<file path="src/rtl/mats_pkg.sv">
package mats_pkg;

    localparam int unsigned PORT_COUNT_MAX_DEF = 4;
    localparam int unsigned REQUESTERS_DEF     = 8;
    localparam int unsigned SPM_BYTES_DEF      = 65536;

    localparam int unsigned CFG_IDX_W  = 3;
    localparam int unsigned CFG_DATA_W = 17;
    localparam int unsigned DIV_W      = 17;

    localparam logic [47:0] MAX48 = 48'hFFFF_FFFF_FFFF;
    localparam logic [31:0] MAX32 = 32'hFFFF_FFFF;

    typedef enum logic [1:0] {
        CMD_READ      = 2'd0,
        CMD_WRITE     = 2'd1,
        CMD_DMA_LOAD  = 2'd2,
        CMD_DMA_STORE = 2'd3
    } cmd_t;

    typedef enum logic [1:0] {
        ERR_OK       = 2'd0,
        ERR_NOT_INIT = 2'd1,
        ERR_BOUNDS   = 2'd2
    } err_t;

    typedef enum logic [CFG_IDX_W-1:0] {
        REG_ACCESS_LATENCY = 3'd0,
        REG_DMA_BANDWIDTH  = 3'd1,
        REG_DMA_STARTUP    = 3'd2,
        REG_SHARED_MODE    = 3'd3,
        REG_PORTS_IN_USE   = 3'd4,
        REG_SPAD_BYTES     = 3'd5,
        REG_SPM_READY      = 3'd6
    } reg_idx_t;

    typedef enum logic [2:0] {
        ST_IDLE,
        ST_DIV,
        ST_SEARCH,
        ST_UPDATE,
        ST_OUT
    } exec_state_t;

    // Classified request handed from the front part to the back part.
    typedef struct packed {
        cmd_t        cmd;
        logic [5:0]  requester;
        logic [16:0] size;
        logic [47:0] now;
        err_t        err;
    } req_t;

endpackage

</file>
<file path="src/rtl/mats_front.sv">
module mats_front #(
    parameter int unsigned REQUESTERS = mats_pkg::REQUESTERS_DEF,
    parameter int unsigned SPM_BYTES  = mats_pkg::SPM_BYTES_DEF
) (
    input  logic            aclk,
    input  logic            aresetn,
    input  logic            in_valid,
    output logic            in_ready,
    input  logic [1:0]      in_cmd,
    input  logic [2:0]      in_requester,
    input  logic [15:0]     in_offset,
    input  logic [16:0]     in_size,
    input  logic [47:0]     in_now,
    input  logic [16:0]     spad_bytes,
    input  logic            spm_ready,
    output logic            q_valid,
    input  logic            q_ready,
    output mats_pkg::req_t  q_data
);

    localparam int unsigned QD = 2;

    mats_pkg::req_t q_mem [QD];
    logic [0:0] wp_reg, rp_reg;
    logic [1:0] cnt_reg;
    mats_pkg::req_t cls;
    logic [17:0] bound, endp;
    logic [5:0] rq;

    always_comb begin
        bound = ({1'b0, spad_bytes} < 18'(SPM_BYTES)) ? {1'b0, spad_bytes} : 18'(SPM_BYTES);
        endp  = 18'(in_offset) + 18'(in_size);
        rq    = 6'(32'(in_requester) % REQUESTERS);
        cls.cmd       = mats_pkg::cmd_t'(in_cmd);
        cls.requester = rq;
        cls.size      = in_size;
        cls.now       = in_now;
        if (!spm_ready) begin
            cls.err = mats_pkg::ERR_NOT_INIT;
        end else if (endp > bound) begin
            cls.err = mats_pkg::ERR_BOUNDS;
        end else begin
            cls.err = mats_pkg::ERR_OK;
        end
    end

    assign in_ready = (cnt_reg != 2'(QD));
    assign q_valid  = (cnt_reg != 2'd0);
    assign q_data   = q_mem[rp_reg];

    always_ff @(posedge aclk) begin
        if (in_valid && in_ready) begin
            q_mem[wp_reg] <= cls;
        end
    end

    always_ff @(posedge aclk) begin
        if (!aresetn) begin
            wp_reg  <= '0;
            rp_reg  <= '0;
            cnt_reg <= '0;
        end else begin
            if (in_valid && in_ready) begin
                wp_reg <= wp_reg + 1'b1;
            end
            if (q_valid && q_ready) begin
                rp_reg <= rp_reg + 1'b1;
            end
            cnt_reg <= cnt_reg + 2'(in_valid && in_ready) - 2'(q_valid && q_ready);
        end
    end

    assert property (@(posedge aclk) disable iff (!aresetn) cnt_reg <= 2'(QD))
        else $error("queue count overflow");
    assert property (@(posedge aclk) disable iff (!aresetn)
        (cnt_reg == 2'd0) |-> !q_valid)
        else $error("queue valid while empty");
    assert property (@(posedge aclk) disable iff (!aresetn)
        (q_valid && !q_ready) |=> q_valid)
        else $error("queue lost entry");

endmodule

</file>
<file path="src/rtl/mats_back.sv">
module mats_back #(
    parameter int unsigned PORT_COUNT_MAX = mats_pkg::PORT_COUNT_MAX_DEF,
    parameter int unsigned REQUESTERS     = mats_pkg::REQUESTERS_DEF
) (
    input  logic            aclk,
    input  logic            aresetn,
    input  logic            q_valid,
    output logic            q_ready,
    input  mats_pkg::req_t  q_data,
    input  logic [15:0]     access_latency,
    input  logic [12:0]     dma_bandwidth,
    input  logic [15:0]     dma_startup,
    input  logic            shared_mode,
    input  logic [2:0]      ports_in_use,
    output logic            out_valid,
    input  logic            out_ready,
    output logic [359:0]    out_data
);

    localparam int unsigned PW = (PORT_COUNT_MAX > 1) ? $clog2(PORT_COUNT_MAX) : 1;
    localparam int unsigned RW = (REQUESTERS > 1) ? $clog2(REQUESTERS) : 1;

    mats_pkg::exec_state_t state_reg, state_next;
    mats_pkg::req_t req_reg;
    logic [47:0] pfree_reg [PORT_COUNT_MAX];
    logic [31:0] rd_reg [REQUESTERS];
    logic [31:0] wr_reg [REQUESTERS];
    logic [31:0] ld_reg [REQUESTERS];
    logic [31:0] sd_reg [REQUESTERS];
    logic [47:0] bl_reg [REQUESTERS];
    logic [47:0] bs_reg [REQUESTERS];
    logic [31:0] sc_reg [REQUESTERS];

    // Restoring divider for ceil(size / bandwidth), one quotient bit a cycle.
    logic [16:0] rem_reg, quo_reg, dvd_reg;
    logic [4:0]  dcnt_reg;
    logic [12:0] bw;
    logic [17:0] trial;

    logic [4:0]    pidx_reg;
    logic [PW-1:0] best_reg;
    logic [47:0]   earliest_reg;
    logic [4:0]    nports;

    logic [47:0] base_reg, stall_reg;
    logic [359:0] obuf_reg;
    logic         ovalid_reg;
    logic         out_free;

    logic [RW-1:0] ri;
    logic [47:0] start, stall_c, base_c, lat_c, pnew;
    logic [31:0] rd_n, wr_n, ld_n, sd_n, sc_n;
    logic [47:0] bl_n, bs_n;
    logic        ok;

    assign ri = req_reg.requester[RW-1:0];
    assign bw = (dma_bandwidth == 13'd0) ? 13'd1 : dma_bandwidth;
    assign trial = {rem_reg, dvd_reg[16]} - 18'(bw);
    assign nports = (ports_in_use == 3'd0) ? 5'd1 :
                    (32'(ports_in_use) > PORT_COUNT_MAX) ? 5'(PORT_COUNT_MAX) :
                    5'(ports_in_use);
    assign ok = (req_reg.err == mats_pkg::ERR_OK);
    // The output register can take a new result when it is empty or being emptied.
    assign out_free = !ovalid_reg || out_ready;

    function automatic logic [47:0] sat48(input logic [47:0] a, input logic [47:0] b);
        logic [48:0] s;
        s = {1'b0, a} + {1'b0, b};
        return s[48] ? mats_pkg::MAX48 : s[47:0];
    endfunction

    function automatic logic [31:0] inc32(input logic [31:0] a);
        return (a == mats_pkg::MAX32) ? a : a + 32'd1;
    endfunction

    always_comb begin
        if (req_reg.cmd == mats_pkg::CMD_READ || req_reg.cmd == mats_pkg::CMD_WRITE) begin
            base_c = 48'(access_latency);
        end else begin
            base_c = 48'(dma_startup) + 48'(quo_reg) + 48'(rem_reg != 17'd0);
        end
        start   = (req_reg.now > earliest_reg) ? req_reg.now : earliest_reg;
        stall_c = shared_mode ? start - req_reg.now : 48'd0;
        pnew    = sat48(start, base_reg);
        lat_c   = sat48(base_reg, stall_reg);
        rd_n = rd_reg[ri]; wr_n = wr_reg[ri]; ld_n = ld_reg[ri]; sd_n = sd_reg[ri];
        bl_n = bl_reg[ri]; bs_n = bs_reg[ri]; sc_n = sc_reg[ri];
        if (ok) begin
            if (shared_mode && stall_reg != 48'd0) begin
                sc_n = inc32(sc_n);
            end
            case (req_reg.cmd)
                mats_pkg::CMD_READ:     rd_n = inc32(rd_n);
                mats_pkg::CMD_WRITE:    wr_n = inc32(wr_n);
                mats_pkg::CMD_DMA_LOAD: begin
                    ld_n = inc32(ld_n);
                    bl_n = sat48(bl_n, 48'(req_reg.size));
                end
                default: begin
                    sd_n = inc32(sd_n);
                    bs_n = sat48(bs_n, 48'(req_reg.size));
                end
            endcase
        end
    end

    always_comb begin
        state_next = state_reg;
        unique case (state_reg)
            mats_pkg::ST_IDLE:   if (q_valid) state_next = mats_pkg::ST_DIV;
            mats_pkg::ST_DIV:    if (dcnt_reg == 5'd0) state_next = mats_pkg::ST_SEARCH;
            mats_pkg::ST_SEARCH: if (pidx_reg >= nports) state_next = mats_pkg::ST_UPDATE;
            mats_pkg::ST_UPDATE: if (out_free) state_next = mats_pkg::ST_OUT;
            mats_pkg::ST_OUT:    state_next = mats_pkg::ST_IDLE;
            default:             state_next = mats_pkg::ST_IDLE;
        endcase
    end

    assign q_ready   = (state_reg == mats_pkg::ST_IDLE);
    assign out_valid = ovalid_reg;
    assign out_data  = obuf_reg;

    always_ff @(posedge aclk) begin
        if (!aresetn) begin
            state_reg  <= mats_pkg::ST_IDLE;
            ovalid_reg <= 1'b0;
            for (int i = 0; i < PORT_COUNT_MAX; i++) pfree_reg[i] <= '0;
            for (int i = 0; i < REQUESTERS; i++) begin
                rd_reg[i] <= '0; wr_reg[i] <= '0; ld_reg[i] <= '0; sd_reg[i] <= '0;
                bl_reg[i] <= '0; bs_reg[i] <= '0; sc_reg[i] <= '0;
            end
        end else begin
            state_reg <= state_next;
            if (state_reg == mats_pkg::ST_UPDATE && out_free) begin
                ovalid_reg <= 1'b1;
            end else if (out_ready) begin
                ovalid_reg <= 1'b0;
            end
            if (state_reg == mats_pkg::ST_UPDATE && out_free) begin
                if (ok && shared_mode) begin
                    pfree_reg[best_reg] <= pnew;
                end
                rd_reg[ri] <= rd_n; wr_reg[ri] <= wr_n; ld_reg[ri] <= ld_n;
                sd_reg[ri] <= sd_n; bl_reg[ri] <= bl_n; bs_reg[ri] <= bs_n;
                sc_reg[ri] <= sc_n;
            end
        end
    end

    always_ff @(posedge aclk) begin
        unique case (state_reg)
            mats_pkg::ST_IDLE: begin
                req_reg  <= q_data;
                dvd_reg  <= q_data.size;
                rem_reg  <= '0;
                quo_reg  <= '0;
                dcnt_reg <= 5'(mats_pkg::DIV_W);
            end
            mats_pkg::ST_DIV: begin
                if (dcnt_reg != 5'd0) begin
                    dvd_reg <= {dvd_reg[15:0], 1'b0};
                    if (!trial[17]) begin
                        rem_reg <= trial[16:0];
                        quo_reg <= {quo_reg[15:0], 1'b1};
                    end else begin
                        rem_reg <= {rem_reg[15:0], dvd_reg[16]};
                        quo_reg <= {quo_reg[15:0], 1'b0};
                    end
                    dcnt_reg <= dcnt_reg - 5'd1;
                end else begin
                    base_reg     <= base_c;
                    earliest_reg <= pfree_reg[0];
                    best_reg     <= '0;
                    pidx_reg     <= 5'd1;
                end
            end
            mats_pkg::ST_SEARCH: begin
                if (pidx_reg < nports) begin
                    if (pfree_reg[pidx_reg[PW-1:0]] < earliest_reg) begin
                        earliest_reg <= pfree_reg[pidx_reg[PW-1:0]];
                        best_reg     <= pidx_reg[PW-1:0];
                    end
                    pidx_reg <= pidx_reg + 5'd1;
                end else begin
                    stall_reg <= ok ? stall_c : 48'd0;
                end
            end
            mats_pkg::ST_UPDATE: begin
                if (out_free) begin
                    obuf_reg <= {6'd0, sc_n, bs_n, bl_n, sd_n, ld_n, wr_n, rd_n,
                                 req_reg.err, stall_reg, ok ? lat_c : 48'd0};
                end
            end
            default: begin
            end
        endcase
    end

    assert property (@(posedge aclk) disable iff (!aresetn)
        (state_reg != mats_pkg::ST_IDLE) |-> !q_ready)
        else $error("accepted while busy");
    assert property (@(posedge aclk) disable iff (!aresetn)
        (state_reg == mats_pkg::ST_UPDATE && out_free) |=> (state_reg == mats_pkg::ST_OUT))
        else $error("update not followed by output");
    assert property (@(posedge aclk) disable iff (!aresetn)
        (ovalid_reg && !out_ready) |=> (ovalid_reg && $stable(obuf_reg)))
        else $error("result changed while waiting");

endmodule

</file>
<file path="src/rtl/multiport_access_timing_scheduler_top.sv">
// A request waits in the queue, then the back part runs the restoring divider for the DMA
// ceiling, searches ports_in_use ports (clamped to 1..PORT_COUNT_MAX) for the earliest free
// one, updates counters and registers the result, which may then wait while it is held.
// The back part takes no new transaction until it has registered its result; a two-entry queue
// decouples acceptance from execution. Reset (aresetn low, synchronous) restores
// register defaults and clears port free times, counters, the queue and the output.
module multiport_access_timing_scheduler_top #(
    parameter int unsigned PORT_COUNT_MAX = mats_pkg::PORT_COUNT_MAX_DEF,
    parameter int unsigned REQUESTERS     = mats_pkg::REQUESTERS_DEF,
    parameter int unsigned SPM_BYTES      = mats_pkg::SPM_BYTES_DEF
) (
    input  logic         aclk,
    input  logic         aresetn,
    input  logic         s_tvalid,
    output logic         s_tready,
    // cmd[1:0], requester[4:2], offset[20:5], size[37:21], now[85:38], zero fill
    input  logic [87:0]  s_tdata,
    output logic         m_tvalid,
    input  logic         m_tready,
    // latency[47:0], stall_res[95:48], error[97:96], reads[129:98],
    // writes[161:130], dma_loads[193:162], dma_stores[225:194],
    // loaded_bytes[273:226], stored_bytes[321:274], stalls[353:322], zero fill
    output logic [359:0] m_tdata,
    input  logic         cfg_we,
    input  logic [2:0]   cfg_index,
    input  logic [mats_pkg::CFG_DATA_W-1:0] cfg_data
);

    logic [15:0] acc_lat_reg;
    logic [12:0] dma_bw_reg;
    logic [15:0] dma_st_reg;
    logic        shared_reg;
    logic [2:0]  ports_reg;
    logic [16:0] spad_bytes_reg;
    logic        spm_ready_reg;

    always_ff @(posedge aclk) begin
        if (!aresetn) begin
            acc_lat_reg    <= 16'd1;
            dma_bw_reg     <= 13'd8;
            dma_st_reg     <= '0;
            shared_reg     <= 1'b0;
            ports_reg      <= 3'd1;
            spad_bytes_reg <= '0;
            spm_ready_reg  <= 1'b0;
        end else if (cfg_we) begin
            unique case (mats_pkg::reg_idx_t'(cfg_index))
                mats_pkg::REG_ACCESS_LATENCY: acc_lat_reg    <= cfg_data[15:0];
                mats_pkg::REG_DMA_BANDWIDTH:  dma_bw_reg     <= cfg_data[12:0];
                mats_pkg::REG_DMA_STARTUP:    dma_st_reg     <= cfg_data[15:0];
                mats_pkg::REG_SHARED_MODE:    shared_reg     <= cfg_data[0];
                mats_pkg::REG_PORTS_IN_USE:   ports_reg      <= cfg_data[2:0];
                mats_pkg::REG_SPAD_BYTES:     spad_bytes_reg <= cfg_data[16:0];
                mats_pkg::REG_SPM_READY:      spm_ready_reg  <= cfg_data[0];
                default: begin
                end
            endcase
        end
    end

    logic           q_valid, q_ready;
    mats_pkg::req_t q_data;

    mats_front #(.REQUESTERS(REQUESTERS), .SPM_BYTES(SPM_BYTES)) u_front (
        .aclk, .aresetn,
        .in_valid(s_tvalid), .in_ready(s_tready),
        .in_cmd(s_tdata[1:0]), .in_requester(s_tdata[4:2]),
        .in_offset(s_tdata[20:5]), .in_size(s_tdata[37:21]), .in_now(s_tdata[85:38]),
        .spad_bytes(spad_bytes_reg), .spm_ready(spm_ready_reg),
        .q_valid, .q_ready, .q_data
    );

    mats_back #(.PORT_COUNT_MAX(PORT_COUNT_MAX), .REQUESTERS(REQUESTERS)) u_back (
        .aclk, .aresetn,
        .q_valid, .q_ready, .q_data,
        .access_latency(acc_lat_reg), .dma_bandwidth(dma_bw_reg),
        .dma_startup(dma_st_reg), .shared_mode(shared_reg), .ports_in_use(ports_reg),
        .out_valid(m_tvalid), .out_ready(m_tready), .out_data(m_tdata)
    );

endmodule
</file>
<file path="config.mk">
export PLATFORM = sky130hd
export DESIGN_NAME = multiport_access_timing_scheduler_top
export DESIGN_NICKNAME = d
export VERILOG_FILES = /design/src/rtl/mats_pkg.sv /design/src/rtl/mats_front.sv /design/src/rtl/mats_back.sv /design/src/rtl/multiport_access_timing_scheduler_top.sv
export SDC_FILE = /design/constraint.sdc
export NUM_CORES = 2
export LEC_CHECK = 0
export BUFFER_PORTS_ARGS = -buffer_cell sky130_fd_sc_hd__buf_2
export CAP_MARGIN = 5
export CORE_MARGIN = 2
export CORE_UTILIZATION = 63
export DETAILED_ROUTE_END_ITERATION = 7
export PLACE_DENSITY = 0.9
export SETUP_SLACK_MARGIN = 0.05
export SYNTH_ARGS = -nofsm -noshare
export SYNTH_HDL_FRONTEND = slang
export SYNTH_SLANG_ARGS = --single-unit
</file>
<file path="constraint.sdc">
create_clock -name aclk -period 27.5 [get_ports aclk]
set_input_delay 5.5 -clock aclk [delete_from_list [all_inputs] [get_ports aclk]]
set_output_delay 5.5 -clock aclk [all_outputs]
set_load 0.02 [all_outputs]
</file>
== Word-level counts from Yosys, hierarchy flattened ==
Memories as Yosys holds them, arrays and structs flattened. A register that Yosys moved wholly into a read port is not among the register bits.
Index checks and enable logic that the tools add are counted.
Word-level totals
  register bits after elaboration: 708
  bits in latches: 0
  bits in writable memories: 2384
  memory bits (read-only): 0
  input bits: 113
  memories kept: 9
Memory list
  u_back.bl_reg: words 8, bits a word 48, read ports 1, clocked after Yosys merged registers in 1, write ports 8, line mats_back.sv:30  | logic [47:0] bl_reg [REQUESTERS];
  u_back.bs_reg: words 8, bits a word 48, read ports 1, clocked after Yosys merged registers in 1, write ports 8, line mats_back.sv:31  | logic [47:0] bs_reg [REQUESTERS];
  u_back.ld_reg: words 8, bits a word 32, read ports 1, clocked after Yosys merged registers in 1, write ports 8, line mats_back.sv:28  | logic [31:0] ld_reg [REQUESTERS];
  u_back.rd_reg: words 8, bits a word 32, read ports 1, clocked after Yosys merged registers in 1, write ports 8, line mats_back.sv:26  | logic [31:0] rd_reg [REQUESTERS];
  u_back.sc_reg: words 8, bits a word 32, read ports 1, clocked after Yosys merged registers in 1, write ports 8, line mats_back.sv:32  | logic [31:0] sc_reg [REQUESTERS];
  u_back.sd_reg: words 8, bits a word 32, read ports 1, clocked after Yosys merged registers in 1, write ports 8, line mats_back.sv:29  | logic [31:0] sd_reg [REQUESTERS];
  3 more memories
Operators by class
  $add $sub $neg: 20
  $mul: 0
  div/mod/pow operators: 0
  order comparisons: 7
  equal/unequal tests: 25
  shift-type cells: 0
  muxes and demuxes: 103
  bitwise logic cells: 2
  reductions and logical operators: 46
Operators with widths (number)
  48-bit two-way mux: 15
  32-bit two-way mux: 20
  32-bit by 1-bit adder with 32-bit output, second input constant: 5
  32-bit equality test, second input constant: 5
  32-bit OR reduction: 5
  48-bit OR reduction: 3
  17-bit case mux with 2 select lines: 3
  48-bit by 17-bit adder with 49-bit output: 2
  48-bit by 48-bit adder with 49-bit output: 2
  48-bit case mux with 2 select lines: 1
  17-bit two-way mux: 5
  3-bit two-way mux: 19
  48-bit greater-than comparator: 1
  48-bit less-than comparator: 1
  48-bit nonzero test: 1
  48-bit subtractor: 1
  16-bit by 17-bit adder with 18-bit output: 2
  2-bit AND reduction: 12
  1-bit two-way mux: 23
  5-bit two-way mux: 4
  5-bit case mux with 2 select lines: 2
  18-bit by 1-bit adder with 19-bit output: 1
  18-bit greater-than comparator: 1
  18-bit by 13-bit subtractor with 18-bit output: 1
  35 further kinds: 68

== Depth between registers and ports, before layout ==
  depth in word-level cells: 8
  gate-level depth with buffers: 31
  gate-level depth less buffers: 24

== Modules after synthesis ==
Synthesis repeated with hierarchy kept, for this count alone.
Second synthesis, totals
  cells, all modules: 10621
  area, all modules: 142900.8 sq um
By module, submodules not included
  mats_back: times used 1, cells an instance 9959, area each 133656.9 sq um, sequential area each 85552.1 sq um
  mats_front: times used 1, cells an instance 417, area each 6720.2 sq um, sequential area each 4424.2 sq um
  multiport_access_timing_scheduler_top: times used 1, cells an instance 245, area each 2523.7 sq um, sequential area each 1341.3 sq um

== Worst setup path after synthesis ==
Ideal clock, no wire load.
  path type: input port to flip-flop
  from: in m_tready
  to: mem u_back.bl_reg[6][0], enable pin
  setup time: 0.628 ns
  arrival time: 23.114 ns
  data required time: 26.872 ns
  slack: 3.757 ns
  stages: 7
  buffers on the path: 3
  path through: nand2b_1 -> and3_1 -> clkbuf_1 -> nand3_1 -> clkbuf_1 -> buf_1 -> nand2_1
RTL lines
  from (decl): line multiport_access_timing_scheduler_top.sv:19  | input logic m_tready,
  to (decl): line mats_back.sv:30

==> results.md <==
Outcome:
- The flow ran to the end, but the final reports show violations.
- The checks that failed: DRC.

Synth:
- The flop and latch count out of synthesis is ~3,100.
- Among all flip-flop cells after synthesis, the most frequent one is sky130_fd_sc_hd__edfxtp_1.
- Synthesis instantiated about 110 different standard cells from the library.
- The cell area after synthesis is 0.1437 sq mm.
- Summed over all instances, the cell type with the most area after synthesis is sky130_fd_sc_hd__edfxtp_1.
- The fraction of synthesized cell area taken by the top area cell type is between 60% and 70%.
- The number of enable flip-flop cells after synthesis is approximately 3,000.
- After synthesis, the most frequently instantiated cells are 2,987 x sky130_fd_sc_hd__edfxtp_1, 2,574 x sky130_fd_sc_hd__nor2_1, 775 x sky130_fd_sc_hd__nand2_1, 483 x sky130_fd_sc_hd__mux4_2, 465 x sky130_fd_sc_hd__inv_1.
- In this run the mean area of a mapped cell was roughly 13 sq um.
- For this run, the number of Yosys warnings is 0.
- Synthesis handed over a netlist of approximately 11,000 instances.
- Yosys attributes the largest share of cell area to sky130_fd_sc_hd__edfxtp_1 62%, sky130_fd_sc_hd__mux4_2 7.6%, sky130_fd_sc_hd__nor2_1 6.7%, sky130_fd_sc_hd__ha_1 2.5%, sky130_fd_sc_hd__nand2_1 2.0%.
- The cell with the most instances after synthesis is sky130_fd_sc_hd__edfxtp_1.
- The sequential share of the synthesized area is between 60% and 70%.
- In the synthesized netlist the async set-or-reset flop fraction comes to 0%.

Clocking:
- The clock tree from TritonCTS is built.
- Clock-pin slew was measured on the worst setup and hold paths at 0.07 ns.
- The later pin in the worst-skew pair is clocked with a latency of between 0.9 and 1 ns.
- The count of buffers added by post-CTS timing repair for setup is 0.
- The clock sink total is 3,068.
- TritonCTS created about 320 clock buffers.
- CTS built an H-tree with a depth of 5.
- The number of buffers inserted by hold repair at cts is 0.
- The number of cells upsized or downsized after cts is 0.
- In this run the deepest clock path goes through 4 buffers.
- The clock root buffer is sky130_fd_sc_hd__clkbuf_16.

Drt:
- Once detail routing completed, the nets flagged for antenna violations numbered 0.
- The routed layout has around 97,000 vias.
- Using the TritonRoute via totals, the vias-per-cell ratio works out to a little under 7.
- The first TritonRoute pass finished after 8 iterations.
- The wire length after detailed routing is between 400 and 500 mm.
- After detailed routing, the number of remaining DRC violations is 14.
- The detailed-route wire length per cell is 27.92 microns.
- The number of violations reported at the end of detailed-routing iteration 0 is 15,630.

Finish:
- The count of cells in the finished layout, fillers not included, comes to 14,360.
- Counting the fill cells in the layout gives 13,520.
- The net count of the finished layout is between 10,000 and 15,000.
- The total non-filler cell area in the finished layout is about 0.16 sq mm.
- The synthesis-to-layout area growth is 9.877%.
- The post-route netlist has approximately 16% of its cells at a drive strength greater than 1.

Flow run:
- The max-capacitance violation count is 0.

Floorplan:
- ~480 I/O pins were placed.
- The die area is ~0.23 sq mm.
- The initial core utilization is a little over three fifths.
- The placeable core region is around 0.23 sq mm.
- The die span in y is between 400 and 500 microns.
- The number of placement rows is around 180.
- Measured along the x axis, the die boundary spans 481.6 microns.

Setup path:
- The launching element of the worst setup path is m_tready.
- The worst setup path is of the in -> reg kind.
- The worst setup path is launched from an input pin.
- For the worst setup path, the data arrival time is approximately 11 ns.
- The endpoint type of the worst setup path is a register.
- The maximum fanout encountered on the critical timing path is 63.
- Data on the critical path is required at its endpoint by ~28 ns.

Place:
- The count of buffers added on input and output ports is ~470.
- The placed instances occupy a cell area of around 0.15 sq mm.
- OpenSTA, run right after detailed placement, puts the worst setup slack at 15.97 ns.
- The last weighted congestion value of the routability-driven placer is between 0.9 and 1.
- Once placement completed, the tool counted placed cells totaling about 14,000.
- Detailed placement finished with a half-perimeter wire length of between 200 and 250 mm.

STA:
- The headroom to the max-slew limit is approximately 15%.
- The maximum achievable frequency is ~0.093 GHz.
- Summed over all failing endpoints, the final setup total negative slack is 0 ns.
- For the final database, setup skew stands at 0.1022 ns.
- Setup violations remaining at the end of the flow were counted as 0.
- The worst path in the final design needs a cycle of around 11 ns, including I/O delays and setup.
- Once routing completed, OpenROAD measured the worst setup slack at ~17 ns.
- After layout, the worst path uses 38.94% of the clock period.
- The final number of max-transition violations is 0.
- For the pin with the worst max-slew slack, the measured transition is approximately 1.3 ns.
- Setup repair after global routing left no endpoint under its margin.
- The final count of hold timing violations came to 0.

GRT:
- The global-route wire length before repair is 592.8 mm.
- For this run the aggregate overflow at the end of global routing stands at 0.
- The initial antenna violation count is 21.
- The number of global-route vias before repair is just under 100k.
- Global routing used 34.10% of the available tracks across all layers.
- Entering global routing, the biggest net connects 160 pins.

Worst hold path:
- The path class of the tightest hold or removal check is reg -> reg.
- The startpoint identified for the worst hold timing path is spad_bytes_reg[0].

Power:
- For this design the ratio of total power to cell area is just under 100 mW/mm^2.
- In this run the static leakage power is 59.84 nW.
- The peak supply drop is between 0.00009 and 0.0001 V.
[where the power goes]
| group | internal (W) | switching (W) |
|---|---|---|
| Combinational | 0.00185 | 0.00362 |
| Clock | 0.00244 | 0.00181 |
| Sequential | 0.00549 | 0.000196 |
[worst max-delay path, cell delays in order]
cell and delay (ns):
sky130_fd_sc_hd__buf_2 0.08, sky130_fd_sc_hd__nand2b_1 0.26, sky130_fd_sc_hd__and3_4 0.23, sky130_fd_sc_hd__buf_4 0.69, sky130_fd_sc_hd__nor2b_1 0.71, sky130_fd_sc_hd__nand2_4 0.64, sky130_fd_sc_hd__nand2_4 0.70, sky130_fd_sc_hd__buf_4 0.71
sky130_fd_sc_hd__buf_4 0.94, sky130_fd_sc_hd__buf_4 0.70
[per-layer routing]
metal	part of all wire, %	global-route usage (%)	routed length (microns)	up-vias
met2	47	54.42	188100	8735
li1	-	-	-	39860
met1	33	43.10	130600	46510
met4	6.5	19.00	26050	20
met5	0.033	0	133	-
met3	14	8.370	55950	1836
[area by class of cell]
type / count / area [sq um] / area share [%]
clock inverter: 178 / 1642 / 1.040
antenna: 7 / 17.52 / 0.01109
clock buffer: 384 / 8364 / 5.298
inverter: 467 / 1760 / 1.115
sequential: 3068 / 91340 / 57.85
timing repair buffer: 594 / 3468 / 2.197
multi-input combinational: 6653 / 47540 / 30.11
tap: 3009 / 3765 / 2.385
[kinds of logic after synthesis]
logic type	synth area share [%]
multiplexers	11.70
AND/OR/NAND/NOR	12.56
buffers and inverters	3.564
flip-flops	63.55
other	0.002610
AO/OA/AOI/OAI	3.879
adder cells (fa/ha/maj)	2.607
XOR/XNOR	2.146
[layout by cell type, fill, tap and decap left out, drive strengths merged, types with 27 or more instances in the layout]
| master | n |
|---|---|
| edfxtp | 2987 |
| mux2i | 259 |
| o21a | 28 |
| nor4 | 48 |
| a211oi | 37 |
| clkinv | 127 |
| buf | 594 |
| o21ai | 177 |
| nand2 | 775 |
| mux4 | 560 |
| ha | 285 |
| xor2 | 131 |
| and3 | 56 |
| dfxtp | 81 |
| nor2b | 57 |
| nand4 | 70 |
| and2 | 43 |
| xnor2 | 189 |
| a31oi | 27 |
| inv | 474 |
| or3 | 43 |
| a21o | 93 |
| a21oi | 271 |
| a21boi | 75 |
| clkbuf | 384 |
| nor2 | 2592 |
| nand3 | 241 |
| bufinv | 29 |
| mux2 | 115 |
| nand2b | 52 |
| nor3 | 128 |
[worst paths after layout]
check             depth (start not counted)  slack (ns)                   end
setup / recovery                         10       16.79  u_back.rd_reg[4][19]
hold / removal                            2        0.47     spad_bytes_reg[0]
setup reg to reg                         13       19.04  u_back.out_data[290]
hold reg to reg                           2        0.47     spad_bytes_reg[0]
[metrics by stage]
| step | hold slack [ns] | util, % | power, W |
|---|---|---|---|
| final | 0.4659 | 69.54 | 0.01541 |
| after global routing | 0.4884 | 69.53 | 0.01593 |
| after CTS | 0.4681 | 69.52 | 0.01524 |
| after detailed placement | 0.4590 | 65.11 | 0.01095 |
| after global placement | 0.4500 | 65.11 | 0.01075 |
| after floorplan | 0.4389 | - | 0.009705 |
Power figures use the tool's default switching activity.
